`src/rtl/msatr_pkg.sv`:
```
// Shared constants, types and register indexes for the throttle ramp block.
package msatr_pkg;

   localparam int ADC_BITS_DEF      = 10;
   localparam int FRACTION_BITS_DEF = 16;

   localparam int SAMPLE_W = 10;
   localparam int TIME_W   = 32;
   localparam int PERIOD_W = 24;
   localparam int DIV_W    = 16;
   localparam int LEVEL_W  = 10;
   localparam int DRIVE_W  = 12;
   localparam int CSR_IDX_W  = 3;
   localparam int CSR_DATA_W = 24;

   localparam logic [CSR_IDX_W-1:0] REG_PERIOD_SLOW = 3'd0;
   localparam logic [CSR_IDX_W-1:0] REG_PERIOD_FAST = 3'd1;
   localparam logic [CSR_IDX_W-1:0] REG_RISE_SLOW   = 3'd2;
   localparam logic [CSR_IDX_W-1:0] REG_RISE_FAST   = 3'd3;
   localparam logic [CSR_IDX_W-1:0] REG_FALL        = 3'd4;
   localparam logic [CSR_IDX_W-1:0] REG_OUT_MIN     = 3'd5;
   localparam logic [CSR_IDX_W-1:0] REG_OUT_MAX     = 3'd6;

   localparam logic OP_TICK = 1'b0;
   localparam logic OP_EDGE = 1'b1;

   localparam logic [PERIOD_W-1:0] RST_PERIOD_SLOW = 24'd66666;
   localparam logic [PERIOD_W-1:0] RST_PERIOD_FAST = 24'd2409;
   localparam logic [DIV_W-1:0]    RST_RISE_SLOW   = 16'd300;
   localparam logic [DIV_W-1:0]    RST_RISE_FAST   = 16'd20;
   localparam logic [DIV_W-1:0]    RST_FALL        = 16'd1;
   localparam logic [LEVEL_W-1:0]  RST_OUT_MIN     = 10'd10;
   localparam logic [LEVEL_W-1:0]  RST_OUT_MAX     = 10'd800;

   localparam int QUEUE_DEPTH = 2;

   // classified tick carried from front to back
   typedef struct packed {
      logic [SAMPLE_W-1:0] sample;
      logic [PERIOD_W-1:0] period;
   } tick_type;

   typedef struct packed {
      logic [PERIOD_W-1:0] period_slow;
      logic [PERIOD_W-1:0] period_fast;
      logic [DIV_W-1:0]    rise_slow;
      logic [DIV_W-1:0]    rise_fast;
      logic [DIV_W-1:0]    fall;
      logic [LEVEL_W-1:0]  out_min;
      logic [LEVEL_W-1:0]  out_max;
   } cfg_type;

endpackage

```
`src/rtl/motor_speed_adaptive_throttle_ramp_top.sv`:
```
// Top level of the adaptive throttle ramp.
//  channel   ports                          direction
//  request   push/full + req_ fields            in
//  response  empty/pop + rsp_ fields            out
//  csr       csr_valid/csr_ready idx data   in
// A tick passes through the back end in two passes of the 42-bit serial divider (rise
// divisor, smoothing step) and a reciprocal level map (product, then offset and clamp);
// with equal periods the first pass is skipped. Reset is synchronous, clears the smoothed
// value and edge state, and sets the registers to their reset values. A full response
// queue stalls the back end; the front end keeps taking edges until its tick queue fills.
module motor_speed_adaptive_throttle_ramp_top #(
   parameter int ADC_BITS      = msatr_pkg::ADC_BITS_DEF,
   parameter int FRACTION_BITS = msatr_pkg::FRACTION_BITS_DEF
) (
   input  logic                              clock,
   input  logic                              reset,
   input  logic                              push,
   output logic                              full,
   input  logic                              req_opcode,
   input  logic [msatr_pkg::SAMPLE_W-1:0]    req_throttle_sample,
   input  logic [msatr_pkg::TIME_W-1:0]      req_timestamp_us,
   output logic                              empty,
   input  logic                              pop,
   output logic [msatr_pkg::DRIVE_W-1:0]     rsp_drive_value,
   output logic [msatr_pkg::LEVEL_W-1:0]     rsp_mapped_level,
   output logic [msatr_pkg::DIV_W-1:0]       rsp_rise_divisor,
   input  logic                              csr_valid,
   output logic                              csr_ready,
   input  logic [msatr_pkg::CSR_IDX_W-1:0]   csr_index,
   input  logic [msatr_pkg::CSR_DATA_W-1:0]  csr_wdata
);
   localparam int TW = $bits(msatr_pkg::tick_type);
   localparam int RW = msatr_pkg::DRIVE_W + msatr_pkg::LEVEL_W + msatr_pkg::DIV_W;

   msatr_pkg::cfg_type  cfg_ff, cfg_in;
   msatr_pkg::tick_type f_tick, b_tick;
   logic in_ready, f_valid, f_ready, b_valid, b_ready, r_valid, r_ready, o_valid;
   logic [msatr_pkg::DRIVE_W-1:0] r_drive;
   logic [msatr_pkg::LEVEL_W-1:0] r_level;
   logic [msatr_pkg::DIV_W-1:0]   r_rise;
   logic [TW-1:0] b_bits;

   assign csr_ready = 1'b1;
   assign full  = !in_ready;
   assign empty = !o_valid;

   always_comb begin
      cfg_in = cfg_ff;
      if (csr_valid) begin
         case (csr_index)
            msatr_pkg::REG_PERIOD_SLOW: cfg_in.period_slow = csr_wdata;
            msatr_pkg::REG_PERIOD_FAST: cfg_in.period_fast = csr_wdata;
            msatr_pkg::REG_RISE_SLOW:   cfg_in.rise_slow = csr_wdata[15:0];
            msatr_pkg::REG_RISE_FAST:   cfg_in.rise_fast = csr_wdata[15:0];
            msatr_pkg::REG_FALL:        cfg_in.fall      = csr_wdata[15:0];
            msatr_pkg::REG_OUT_MIN:     cfg_in.out_min   = csr_wdata[9:0];
            msatr_pkg::REG_OUT_MAX:     cfg_in.out_max   = csr_wdata[9:0];
            default: ;
         endcase
      end
   end

   always_ff @(posedge clock) begin
      if (reset) begin
         cfg_ff <= '{msatr_pkg::RST_PERIOD_SLOW, msatr_pkg::RST_PERIOD_FAST,
                     msatr_pkg::RST_RISE_SLOW, msatr_pkg::RST_RISE_FAST,
                     msatr_pkg::RST_FALL, msatr_pkg::RST_OUT_MIN,
                     msatr_pkg::RST_OUT_MAX};
      end else begin
         cfg_ff <= cfg_in;
      end
   end

   msatr_front #(.ADC_BITS(ADC_BITS)) u_front (
      .clock, .reset, .in_valid(push), .in_ready,
      .opcode(req_opcode), .throttle_sample(req_throttle_sample),
      .timestamp_us(req_timestamp_us),
      .tick_valid(f_valid), .tick_ready(f_ready), .tick(f_tick));

   msatr_queue #(.WIDTH(TW)) u_tq (
      .clock, .reset, .wr_valid(f_valid), .wr_ready(f_ready), .wr_data(f_tick),
      .rd_valid(b_valid), .rd_ready(b_ready), .rd_data(b_bits));
   assign b_tick = b_bits;

   msatr_back #(.ADC_BITS(ADC_BITS), .FRACTION_BITS(FRACTION_BITS)) u_back (
      .clock, .reset, .cfg(cfg_ff), .tick_valid(b_valid), .tick_ready(b_ready),
      .tick(b_tick), .res_valid(r_valid), .res_ready(r_ready),
      .res_drive(r_drive), .res_level(r_level), .res_rise(r_rise));

   msatr_queue #(.WIDTH(RW)) u_rq (
      .clock, .reset, .wr_valid(r_valid), .wr_ready(r_ready),
      .wr_data({r_drive, r_level, r_rise}),
      .rd_valid(o_valid), .rd_ready(pop),
      .rd_data({rsp_drive_value, rsp_mapped_level, rsp_rise_divisor}));
endmodule

```
`src/rtl/msatr_front.sv`:
```
// Front end: edge timing and classification of ticks into the queue.
module msatr_front #(
   parameter int ADC_BITS = msatr_pkg::ADC_BITS_DEF
) (
   input  logic                            clock,
   input  logic                            reset,
   input  logic                            in_valid,
   output logic                            in_ready,
   input  logic                            opcode,
   input  logic [msatr_pkg::SAMPLE_W-1:0]  throttle_sample,
   input  logic [msatr_pkg::TIME_W-1:0]    timestamp_us,
   output logic                            tick_valid,
   input  logic                            tick_ready,
   output msatr_pkg::tick_type             tick
);
   // sample bits that carry the converter reading
   localparam int KEEP_W = (ADC_BITS < msatr_pkg::SAMPLE_W) ? ADC_BITS : msatr_pkg::SAMPLE_W;

   logic                          waiting_ff, waiting_in;
   logic [msatr_pkg::TIME_W-1:0]  first_ff, first_in;
   logic [msatr_pkg::PERIOD_W-1:0] period_ff, period_in;
   logic [msatr_pkg::TIME_W-1:0]  diff;

   assign in_ready   = tick_ready;
   assign tick_valid = in_valid && (opcode == msatr_pkg::OP_TICK);
   assign tick.period = period_ff;
   assign tick.sample = msatr_pkg::SAMPLE_W'(throttle_sample[KEEP_W-1:0]);
   assign diff = timestamp_us - first_ff;

   always_comb begin
      waiting_in = waiting_ff;
      first_in   = first_ff;
      period_in  = period_ff;
      if (in_valid && in_ready && opcode == msatr_pkg::OP_EDGE) begin
         if (!waiting_ff) begin
            first_in   = timestamp_us;
            waiting_in = 1'b1;
         end else begin
            // period kept already saturated to 24 bits
            period_in  = (|diff[msatr_pkg::TIME_W-1:msatr_pkg::PERIOD_W]) ?
                         {msatr_pkg::PERIOD_W{1'b1}} : diff[msatr_pkg::PERIOD_W-1:0];
            waiting_in = 1'b0;
         end
      end
   end

   always_ff @(posedge clock) begin
      if (reset) begin
         waiting_ff <= 1'b0;
         first_ff   <= '0;
         period_ff  <= '0;
      end else begin
         waiting_ff <= waiting_in;
         first_ff   <= first_in;
         period_ff  <= period_in;
      end
   end
endmodule

```
`src/rtl/msatr_queue.sv`:
```
// Small FIFO between front and back ends, also used for results.
module msatr_queue #(
   parameter int WIDTH = 8,
   parameter int DEPTH = msatr_pkg::QUEUE_DEPTH
) (
   input  logic             clock,
   input  logic             reset,
   input  logic             wr_valid,
   output logic             wr_ready,
   input  logic [WIDTH-1:0] wr_data,
   output logic             rd_valid,
   input  logic             rd_ready,
   output logic [WIDTH-1:0] rd_data
);
   localparam int PW = (DEPTH > 1) ? $clog2(DEPTH) : 1;
   logic [WIDTH-1:0] mem_ff [DEPTH];
   logic [PW-1:0]    wp_ff, rp_ff;
   logic [PW:0]      cnt_ff;
   logic             wr, rd;

   assign wr_ready = (cnt_ff != DEPTH[PW:0]);
   assign rd_valid = (cnt_ff != '0);
   assign rd_data  = mem_ff[rp_ff];
   assign wr = wr_valid && wr_ready;
   assign rd = rd_valid && rd_ready;

   always_ff @(posedge clock) begin
      if (wr) mem_ff[wp_ff] <= wr_data;
   end

   always_ff @(posedge clock) begin
      if (reset) begin
         wp_ff  <= '0;
         rp_ff  <= '0;
         cnt_ff <= '0;
      end else begin
         if (wr) wp_ff <= (wp_ff == PW'(DEPTH-1)) ? '0 : wp_ff + 1'b1;
         if (rd) rp_ff <= (rp_ff == PW'(DEPTH-1)) ? '0 : rp_ff + 1'b1;
         cnt_ff <= cnt_ff + {{PW{1'b0}}, wr} - {{PW{1'b0}}, rd};
      end
   end
endmodule

```
`src/rtl/msatr_back.sv`:
```
// Back end: rise divisor, smoothing update and level map, with a shared serial divider.
module msatr_back #(
   parameter int ADC_BITS      = msatr_pkg::ADC_BITS_DEF,
   parameter int FRACTION_BITS = msatr_pkg::FRACTION_BITS_DEF
) (
   input  logic                           clock,
   input  logic                           reset,
   input  msatr_pkg::cfg_type             cfg,
   input  logic                           tick_valid,
   output logic                           tick_ready,
   input  msatr_pkg::tick_type            tick,
   output logic                           res_valid,
   input  logic                           res_ready,
   output logic [msatr_pkg::DRIVE_W-1:0]  res_drive,
   output logic [msatr_pkg::LEVEL_W-1:0]  res_level,
   output logic [msatr_pkg::DIV_W-1:0]    res_rise
);
   localparam int ACC_W = ADC_BITS + FRACTION_BITS;
   // dividend magnitude width: covers 24x17 product and d*2^F
   localparam int NUM_W = (ACC_W + 1 > 42) ? ACC_W + 1 : 42;
   localparam int DEN_W = 25;
   localparam int CW    = $clog2(NUM_W + 1);
   localparam int SPAN  = (1 << ADC_BITS) - 2;
   // level map divides by SPAN with a rounded-up reciprocal, exact for LN_W-bit magnitudes
   localparam int LN_W  = ADC_BITS + msatr_pkg::LEVEL_W;
   localparam int RK    = LN_W + $clog2(SPAN);
   localparam int RM_W  = LN_W + 2;
   localparam logic [63:0] RECIP_WIDE = ((64'd1 << RK) + 64'(SPAN) - 64'd1) / 64'(SPAN);
   localparam logic [RM_W-1:0] RECIP = RECIP_WIDE[RM_W-1:0];
   localparam int PERIOD_W_S = msatr_pkg::PERIOD_W + 1;

   localparam logic [2:0] S_IDLE = 3'd0, S_RMUL = 3'd1, S_RDIV = 3'd2,
                          S_ADJ = 3'd3, S_ADIV = 3'd4, S_LMAP = 3'd5,
                          S_LDIV = 3'd6, S_OUT = 3'd7;

   logic [2:0]  st_ff, st_in;
   logic [msatr_pkg::SAMPLE_W-1:0]  smp_ff, smp_in;
   logic [msatr_pkg::PERIOD_W-1:0]  per_ff, per_in;
   logic [ACC_W-1:0] acc_ff, acc_in;
   logic [msatr_pkg::DIV_W-1:0] rise_ff, rise_in;
   logic signed [18:0] t_ff, t_in;   // offset added after division
   logic        neg_ff, neg_in;
   // serial divider
   logic [NUM_W-1:0] q_ff, q_in;
   logic [DEN_W:0]   r_ff, r_in;
   logic [DEN_W-1:0] den_ff, den_in;
   logic [CW-1:0]    cnt_ff, cnt_in;
   logic [DEN_W:0]   r_sh, r_sub;
   // level registers
   logic [msatr_pkg::LEVEL_W-1:0] lvl_ff, lvl_in;

   // combinational helpers
   logic signed [PERIOD_W_S-1:0] dp, dpp;
   logic signed [msatr_pkg::DIV_W:0] dr;
   logic signed [PERIOD_W_S+msatr_pkg::DIV_W:0] prod;
   logic signed [NUM_W:0] qs, rsum;
   logic signed [ACC_W+1:0] diff;
   logic signed [ADC_BITS+1:0] dwhole;
   logic signed [ACC_W+2:0] newacc;
   logic signed [ADC_BITS:0] xm1;
   logic signed [msatr_pkg::LEVEL_W:0] span_o;
   logic signed [ADC_BITS+msatr_pkg::LEVEL_W+1:0] lprod;
   logic [LN_W+RM_W-1:0] lmul;
   logic [msatr_pkg::DIV_W-1:0] divsel;

   assign tick_ready = (st_ff == S_IDLE);
   assign res_valid  = (st_ff == S_OUT);
   assign res_level  = lvl_ff;
   assign res_drive  = {lvl_ff, 2'b00};
   assign res_rise   = rise_ff;

   assign r_sh  = {r_ff[DEN_W-1:0], q_ff[NUM_W-1]};
   assign r_sub = r_sh - {1'b0, den_ff};

   assign dp   = $signed({1'b0, per_ff}) - $signed({1'b0, cfg.period_slow});
   assign dpp  = $signed({1'b0, cfg.period_fast}) - $signed({1'b0, cfg.period_slow});
   assign dr   = $signed({1'b0, cfg.rise_fast}) - $signed({1'b0, cfg.rise_slow});
   assign prod = dp * dr;
   assign qs   = neg_ff ? -$signed({1'b0, q_ff}) : $signed({1'b0, q_ff});
   assign rsum = qs + (NUM_W+1)'(t_ff);

   assign diff   = $signed({2'b00, ADC_BITS'(smp_ff), {FRACTION_BITS{1'b0}}})
                 - $signed({2'b00, acc_ff});
   // truncation toward zero of diff / 2^F
   assign dwhole = (ADC_BITS+2)'(diff[ACC_W+1] ?
                   -((-diff) >>> FRACTION_BITS) : (diff >>> FRACTION_BITS));
   assign divsel = (dwhole > 0) ? rise_ff : cfg.fall;
   assign newacc = (ACC_W+3)'($signed({3'b000, acc_ff}) + rsum);
   assign xm1    = $signed({1'b0, acc_ff[ACC_W-1:FRACTION_BITS]}) - (ADC_BITS+1)'(1);
   assign span_o = $signed({1'b0, cfg.out_max}) - $signed({1'b0, cfg.out_min});
   assign lprod  = xm1 * span_o;
   assign lmul   = q_ff[LN_W-1:0] * RECIP;

   always_comb begin
      st_in = st_ff; smp_in = smp_ff; per_in = per_ff; acc_in = acc_ff;
      rise_in = rise_ff; t_in = t_ff; neg_in = neg_ff; q_in = q_ff; r_in = r_ff;
      den_in = den_ff; cnt_in = cnt_ff; lvl_in = lvl_ff;
      case (st_ff)
         S_IDLE: if (tick_valid) begin
            smp_in = tick.sample; per_in = tick.period; st_in = S_RMUL;
         end
         S_RMUL: begin
            if (dpp == 0) begin
               t_in = $signed({3'b000, cfg.rise_slow}); neg_in = 1'b0;
               q_in = '0; st_in = S_ADJ;
               // equal periods: a zero rise divisor is raised to 1 here, not in the divider path
               rise_in = (cfg.rise_slow == '0) ? 16'd1 : cfg.rise_slow;
            end else begin
               neg_in = prod[$high(prod)] ^ dpp[$high(dpp)];
               q_in   = NUM_W'(prod[$high(prod)] ? -prod : prod);
               den_in = DEN_W'(dpp[$high(dpp)] ? -dpp : dpp);
               r_in = '0; cnt_in = CW'(NUM_W);
               t_in = $signed({3'b000, cfg.rise_slow});
               st_in = S_RDIV;
            end
         end
         S_RDIV, S_ADIV: begin
            if (cnt_ff != '0) begin
               if (!r_sub[DEN_W]) begin
                  r_in = r_sub; q_in = {q_ff[NUM_W-2:0], 1'b1};
               end else begin
                  r_in = r_sh;  q_in = {q_ff[NUM_W-2:0], 1'b0};
               end
               cnt_in = cnt_ff - 1'b1;
            end else if (st_ff == S_RDIV) begin
               if (rsum < 1) rise_in = 16'd1;
               else if (rsum > 65535) rise_in = 16'hFFFF;
               else rise_in = rsum[msatr_pkg::DIV_W-1:0];
               st_in = S_ADJ;
            end else begin
               if (newacc < 0) acc_in = '0;
               else if (newacc > $signed({3'b000, {ACC_W{1'b1}}})) acc_in = '1;
               else acc_in = newacc[ACC_W-1:0];
               st_in = S_LMAP;
            end
         end
         S_ADJ: begin
            neg_in = dwhole[ADC_BITS+1];
            q_in   = NUM_W'(dwhole[ADC_BITS+1] ? -dwhole : dwhole) << FRACTION_BITS;
            den_in = DEN_W'((divsel == '0) ? 16'd1 : divsel);
            r_in = '0; cnt_in = CW'(NUM_W); t_in = '0;
            st_in = S_ADIV;
         end
         S_LMAP: begin
            neg_in = lprod[$high(lprod)];
            q_in   = NUM_W'(lprod[$high(lprod)] ? -lprod : lprod);
            cnt_in = CW'(1);
            t_in = $signed({9'd0, cfg.out_min});
            st_in = S_LDIV;
         end
         S_LDIV: begin
            // first step: quotient by reciprocal product, then offset and clamp
            if (cnt_ff != '0) begin
               q_in   = NUM_W'(lmul[LN_W+RM_W-1:RK]);
               cnt_in = '0;
            end else begin
               if (rsum < 0) lvl_in = '0;
               else if (rsum > 1023) lvl_in = '1;
               else lvl_in = rsum[msatr_pkg::LEVEL_W-1:0];
               st_in = S_OUT;
            end
         end
         S_OUT: if (res_ready) st_in = S_IDLE;
         default: st_in = S_IDLE;
      endcase
   end

   always_ff @(posedge clock) begin
      if (reset) begin
         st_ff  <= S_IDLE;
         acc_ff <= '0;
      end else begin
         st_ff  <= st_in;
         acc_ff <= acc_in;
      end
      smp_ff <= smp_in; per_ff <= per_in; rise_ff <= rise_in; t_ff <= t_in;
      neg_ff <= neg_in; q_ff <= q_in; r_ff <= r_in; den_ff <= den_in;
      cnt_ff <= cnt_in; lvl_ff <= lvl_in;
   end
endmodule
```
`config.mk`:
```
export PLATFORM = sky130hd
export DESIGN_NAME = motor_speed_adaptive_throttle_ramp_top
export DESIGN_NICKNAME = d
export VERILOG_FILES = /design/src/rtl/msatr_pkg.sv /design/src/rtl/motor_speed_adaptive_throttle_ramp_top.sv /design/src/rtl/msatr_front.sv /design/src/rtl/msatr_queue.sv /design/src/rtl/msatr_back.sv
export SDC_FILE = /design/constraint.sdc
export NUM_CORES = 2
export LEC_CHECK = 0
export BUFFER_PORTS_ARGS = -buffer_cell sky130_fd_sc_hd__buf_2
export CAP_MARGIN = 10
export CORE_ASPECT_RATIO = 1.25
export CORE_MARGIN = 5
export CORE_UTILIZATION = 57
export CTS_BUF_LIST = sky130_fd_sc_hd__clkbuf_4
export DETAILED_ROUTE_END_ITERATION = 7
export HOLD_SLACK_MARGIN = 0.12
export PLACE_DENSITY = 0.73
export SETUP_SLACK_MARGIN = 0.5
export SLEW_MARGIN = 20
export SYNTH_ARGS = -nofsm -noshare
export SYNTH_HDL_FRONTEND = slang
export SYNTH_HIERARCHICAL = 1
export SYNTH_SLANG_ARGS = --single-unit
```
`constraint.sdc`:
```
create_clock -name clock -period 32.8 [get_ports clock]
set_input_delay 4.92 -clock clock [delete_from_list [all_inputs] [get_ports clock]]
set_output_delay 4.92 -clock clock [all_outputs]
set_load 0.03 [all_outputs]
```
==> impl_metrics.xml <==
<?xml version="1.0" encoding="UTF-8"?>
<metrics>
  <group name="synth">
    <metric name="synthesis.yosys.warnings" unit="">6</metric>
    <metric name="synth_top_flop_cell" unit="">sky130_fd_sc_hd__edfxtp_1</metric>
    <metric name="synth_top_area_share" unit="">0.1923</metric>
    <metric name="synth_area_leaders" unit="">sky130_fd_sc_hd__fa_1 (19%), sky130_fd_sc_hd__edfxtp_1 (17%), sky130_fd_sc_hd__ha_1 (10%), sky130_fd_sc_hd__dfxtp_1 (7.3%), sky130_fd_sc_hd__inv_1 (5.6%)</metric>
    <metric name="synth_edf_count" unit="">319</metric>
    <metric name="synth_sequential_area_ratio" unit="">0.2392</metric>
    <metric name="mappedNetlistArea" unit="um^2">57780</metric>
    <metric name="synth_seq_cells" unit="">531</metric>
    <metric name="netlist.top_cell.by_area" unit="">sky130_fd_sc_hd__fa_1</metric>
    <metric name="synth_area_per_cell" unit="um^2">9.262</metric>
    <metric name="synthesized_instance_count" unit="">6239</metric>
    <metric name="synthArstFlopShare" unit="">0</metric>
    <metric name="synth_cell_type_count" unit="">112</metric>
  </group>
  <group name="clocking">
    <metric name="cts_tree" unit="">built</metric>
    <metric name="clk-insertion-delay-late" unit="ps">1040</metric>
    <metric name="post_cts.resized_instances" unit="">0</metric>
    <metric name="hold_buffers" unit="">0</metric>
    <metric name="cts.clk_slew.worst_paths" unit="ps">70</metric>
    <metric name="cts_setup_buffers" unit="">0</metric>
    <metric name="clk_root_buf" unit="">sky130_fd_sc_hd__clkbuf_4</metric>
    <metric name="cts_buffers" unit="">142</metric>
    <metric name="htree_levels" unit="">4</metric>
    <metric name="cts.sink_count" unit="">531</metric>
    <metric name="clock_tree.buffer_depth" unit="">3</metric>
  </group>
  <group name="floorplan">
    <metric name="dieHeight" unit="um">366.0</metric>
    <metric name="die-area" unit="um^2">107900</metric>
    <metric name="core_region_area" unit="um^2">100500</metric>
    <metric name="placement_rows" unit="">130</metric>
    <metric name="die_width" unit="um">294.8</metric>
    <metric name="initial_core_util" unit="">0.5748</metric>
    <metric name="io_pins" unit="">116</metric>
  </group>
  <group name="timing">
    <metric name="maxClockFrequency" unit="GHz">0.08265</metric>
    <metric name="fin_worst_skew" unit="ps">98.01</metric>
    <metric name="timing.max_slew.rel_slack" unit="">0.1996</metric>
    <metric name="worst_slew_pin_slew" unit="ps">1192</metric>
    <metric name="postLayoutSetupSlackWorst" unit="ps">20700</metric>
    <metric name="final_max_slew_viol_count" unit="">0</metric>
    <metric name="finalSetupTns" unit="ps">0</metric>
    <metric name="finalWorstPathRequiredPeriod" unit="ps">12100</metric>
    <metric name="timing.final.crit_share" unit="">0.3689</metric>
    <metric name="finalHoldViolCount" unit="">0</metric>
    <metric name="grt_setup_unrepaired" unit="">false</metric>
    <metric name="setup_viol" unit="">0</metric>
  </group>
  <group name="global_routing">
    <metric name="antenna_found_initial" unit="">4</metric>
    <metric name="gr-total-overflow" unit="">0</metric>
    <metric name="track_usage" unit="">0.2956</metric>
    <metric name="wire_length_of_the_first_global_routing_pass" unit="mm">255.2</metric>
    <metric name="grt_pass1_vias" unit="">47570</metric>
    <metric name="grt_max_degree" unit="">169</metric>
  </group>
  <group name="flow_run">
    <metric name="drv.max_cap_violation_count" unit="">0</metric>
  </group>
  <group name="critical_path">
    <metric name="slowest_delay" unit="ps">900</metric>
    <metric name="endpoint_kind" unit="">register</metric>
    <metric name="critPathArrivalTime" unit="ps">12870</metric>
    <metric name="critPathMostFrequentCell" unit="">sky130_fd_sc_hd__fa_1</metric>
    <metric name="startpoint_type" unit="">register</metric>
    <metric name="critPathKind" unit="">reg -&gt; reg</metric>
    <metric name="worst_path_max_delay_cell" unit="">sky130_fd_sc_hd__xnor2_1</metric>
    <metric name="cp_max_fo" unit="">8</metric>
    <metric name="worstPathRequired" unit="ps">33570</metric>
  </group>
  <group name="route">
    <metric name="drt-vias-per-instance" unit="">5.925</metric>
    <metric name="drtPass1Iterations" unit="">8</metric>
    <metric name="vias" unit="">45970</metric>
    <metric name="dr.first_iter.drc_count" unit="">3778</metric>
    <metric name="avgRoutedWirePerCell" unit="um">20.56</metric>
    <metric name="routed_antenna_nets" unit="">0</metric>
    <metric name="wl" unit="mm">159.5</metric>
    <metric name="drc_errors" unit="">0</metric>
  </group>
  <group name="final_layout">
    <metric name="final_cell_area" unit="um^2">61570</metric>
    <metric name="multi_input_comb_area" unit="um^2">39800</metric>
    <metric name="post_synthesis_to_final_layout_area_growth" unit="%">6.557</metric>
    <metric name="layout-drive-gt1-share" unit="">0.09762</metric>
    <metric name="num-fill-cells" unit="">8648</metric>
    <metric name="layout.nets" unit="">7428</metric>
    <metric name="final_core_occ" unit="">0.6125</metric>
    <metric name="layout.area.seq" unit="um^2">13820</metric>
  </group>
  <group name="worst_hold_path">
    <metric name="hold_path.class" unit="">reg -&gt; reg</metric>
  </group>
  <group name="place">
    <metric name="placement.io_buffers" unit="">114</metric>
    <metric name="place_area" unit="um^2">59560</metric>
    <metric name="place.gp.congestion" unit="">0.9476</metric>
    <metric name="place_hpwl" unit="mm">126.9</metric>
    <metric name="pre_cts_slack" unit="ps">20880</metric>
  </group>
  <group name="status">
    <metric name="status" unit="">finished, final reports clean</metric>
  </group>
</metrics>
-- layout by cell type, fill, tap and decap left out, types with 40 or more instances in the layout --
cell type and instances:
sky130_fd_sc_hd__a211oi_1 48, sky130_fd_sc_hd__or3_1 48, sky130_fd_sc_hd__nand2b_1 178, sky130_fd_sc_hd__a21o_1 90, sky130_fd_sc_hd__o21ai_0 216, sky130_fd_sc_hd__nor3_1 104
sky130_fd_sc_hd__mux2_2 46, sky130_fd_sc_hd__edfxtp_1 319, sky130_fd_sc_hd__clkbuf_4 223, sky130_fd_sc_hd__ha_1 483, sky130_fd_sc_hd__nor2b_1 56, sky130_fd_sc_hd__mux2i_1 168
sky130_fd_sc_hd__dfxtp_1 211, sky130_fd_sc_hd__inv_1 859, sky130_fd_sc_hd__a21oi_1 259, sky130_fd_sc_hd__nor4_1 40, sky130_fd_sc_hd__nor2_1 544, sky130_fd_sc_hd__nand3_1 76
sky130_fd_sc_hd__buf_2 113, sky130_fd_sc_hd__buf_4 65, sky130_fd_sc_hd__a31oi_1 50, sky130_fd_sc_hd__fa_1 555, sky130_fd_sc_hd__xor2_1 139, sky130_fd_sc_hd__xnor2_1 260
sky130_fd_sc_hd__and2_1 47, sky130_fd_sc_hd__nand2_1 517
-- sequential cells by signal, indices dropped and copies added (netlist names), 24 cells and up, named ones only --
register,flops
u_back/r_ff,25
u_rq/mem_ff,76
cfg_ff,116
u_back/den_ff,25
u_back/acc_ff,26
u_tq/mem_ff,68
u_front/period_ff,24
u_back/per_ff,24
u_front/first_ff,32
u_back/q_ff,42
-- critical path, delay by kind of cell (launching register included) --
kind / cells / cell delay, ps
AO/OA/AOI/OAI: 17 / 4360
adder cells (fa/ha/maj): 9 / 3910
XOR/XNOR: 3 / 1250
AND/OR/NAND/NOR: 6 / 1780
flip-flops: 1 / 360
buffers and inverters: 5 / 250
-- layer usage --
metal  track usage  wire length (um)  vias to the layer above
met2        0.5057             78270                     1770
met1        0.3473             59530                    22300
li1              -                 -                    21330
met4        0.1719             10820                        4
met5             0                24                        -
met3       0.05290             10900                      566
-- cell type report --
cell class                 instances  area share
multi-input combinational       4600      0.6465
sequential                       531      0.2245
inverter                         859     0.05237
clock buffer                     223     0.02719
tap                             1320     0.02682
timing repair buffer             181     0.01784
clock inverter                    39    0.004572
antenna                            5   0.0002032
-- path summary, 6_finish.rpt --
check | start | to | slack [ps] | cells after the start
worst max-delay path | u_back/per_ff[0] | u_back/q_ff[39] | 20700 | 40
worst min-delay path | u_front/period_ff[10] | u_tq/mem_ff[0][10] | 400 | 0
worst max register to register | u_back/per_ff[0] | u_back/q_ff[39] | 20700 | 40
worst min register to register | u_front/period_ff[10] | u_tq/mem_ff[0][10] | 400 | 0
-- cell usage after synthesis (13+ instances only) --
master / n
sky130_fd_sc_hd__fa_1: 555
sky130_fd_sc_hd__a311oi_1: 23
sky130_fd_sc_hd__clkbuf_1: 181
sky130_fd_sc_hd__nor3_1: 105
sky130_fd_sc_hd__o21a_1: 28
sky130_fd_sc_hd__mux2_4: 32
sky130_fd_sc_hd__o21ai_0: 218
sky130_fd_sc_hd__a31oi_1: 51
sky130_fd_sc_hd__or3_1: 48
sky130_fd_sc_hd__o41ai_1: 15
sky130_fd_sc_hd__a211o_1: 15
sky130_fd_sc_hd__a221o_1: 32
sky130_fd_sc_hd__or4_1: 16
sky130_fd_sc_hd__ha_1: 483
sky130_fd_sc_hd__o21bai_1: 38
sky130_fd_sc_hd__inv_1: 859
sky130_fd_sc_hd__nor4_1: 40
sky130_fd_sc_hd__or2_2: 29
sky130_fd_sc_hd__a211oi_1: 48
sky130_fd_sc_hd__nor2b_1: 57
sky130_fd_sc_hd__and3_1: 38
sky130_fd_sc_hd__nand3b_1: 13
sky130_fd_sc_hd__edfxtp_1: 319
sky130_fd_sc_hd__xor2_1: 144
sky130_fd_sc_hd__and2_1: 48
sky130_fd_sc_hd__nand2_1: 517
sky130_fd_sc_hd__buf_4: 32
sky130_fd_sc_hd__a21o_1: 90
sky130_fd_sc_hd__nand4_1: 35
sky130_fd_sc_hd__nand2b_1: 178
sky130_fd_sc_hd__xnor2_1: 272
sky130_fd_sc_hd__o211ai_1: 26
sky130_fd_sc_hd__a21oi_1: 262
sky130_fd_sc_hd__buf_2: 22
sky130_fd_sc_hd__nor2_1: 546
sky130_fd_sc_hd__mux2_2: 46
sky130_fd_sc_hd__nand3_1: 76
sky130_fd_sc_hd__mux2i_1: 168
sky130_fd_sc_hd__o31ai_1: 36
sky130_fd_sc_hd__dfxtp_1: 212
sky130_fd_sc_hd__a31o_2: 14
-- kinds of logic after synthesis --
group / share of synthesized area
fa+ha+maj: 0.2969
xor+xnor: 0.06305
flops: 0.2392
compound gates: 0.1231
buf+inv: 0.07652
other cells: 0.0001300
simple gates: 0.1545
mux: 0.04658
-- stage by stage --
step,instances,hold WS (ps)
global placement,7490,433.1
CTS,7752,373.6
finish,7758,397.0
detailed placement,7490,443.6
floorplan,6240,426.2
global route,7756,404.8
Power is not shown: default switching activity piles up to over one toggle a cycle in this logic, so the estimate is an artifact.
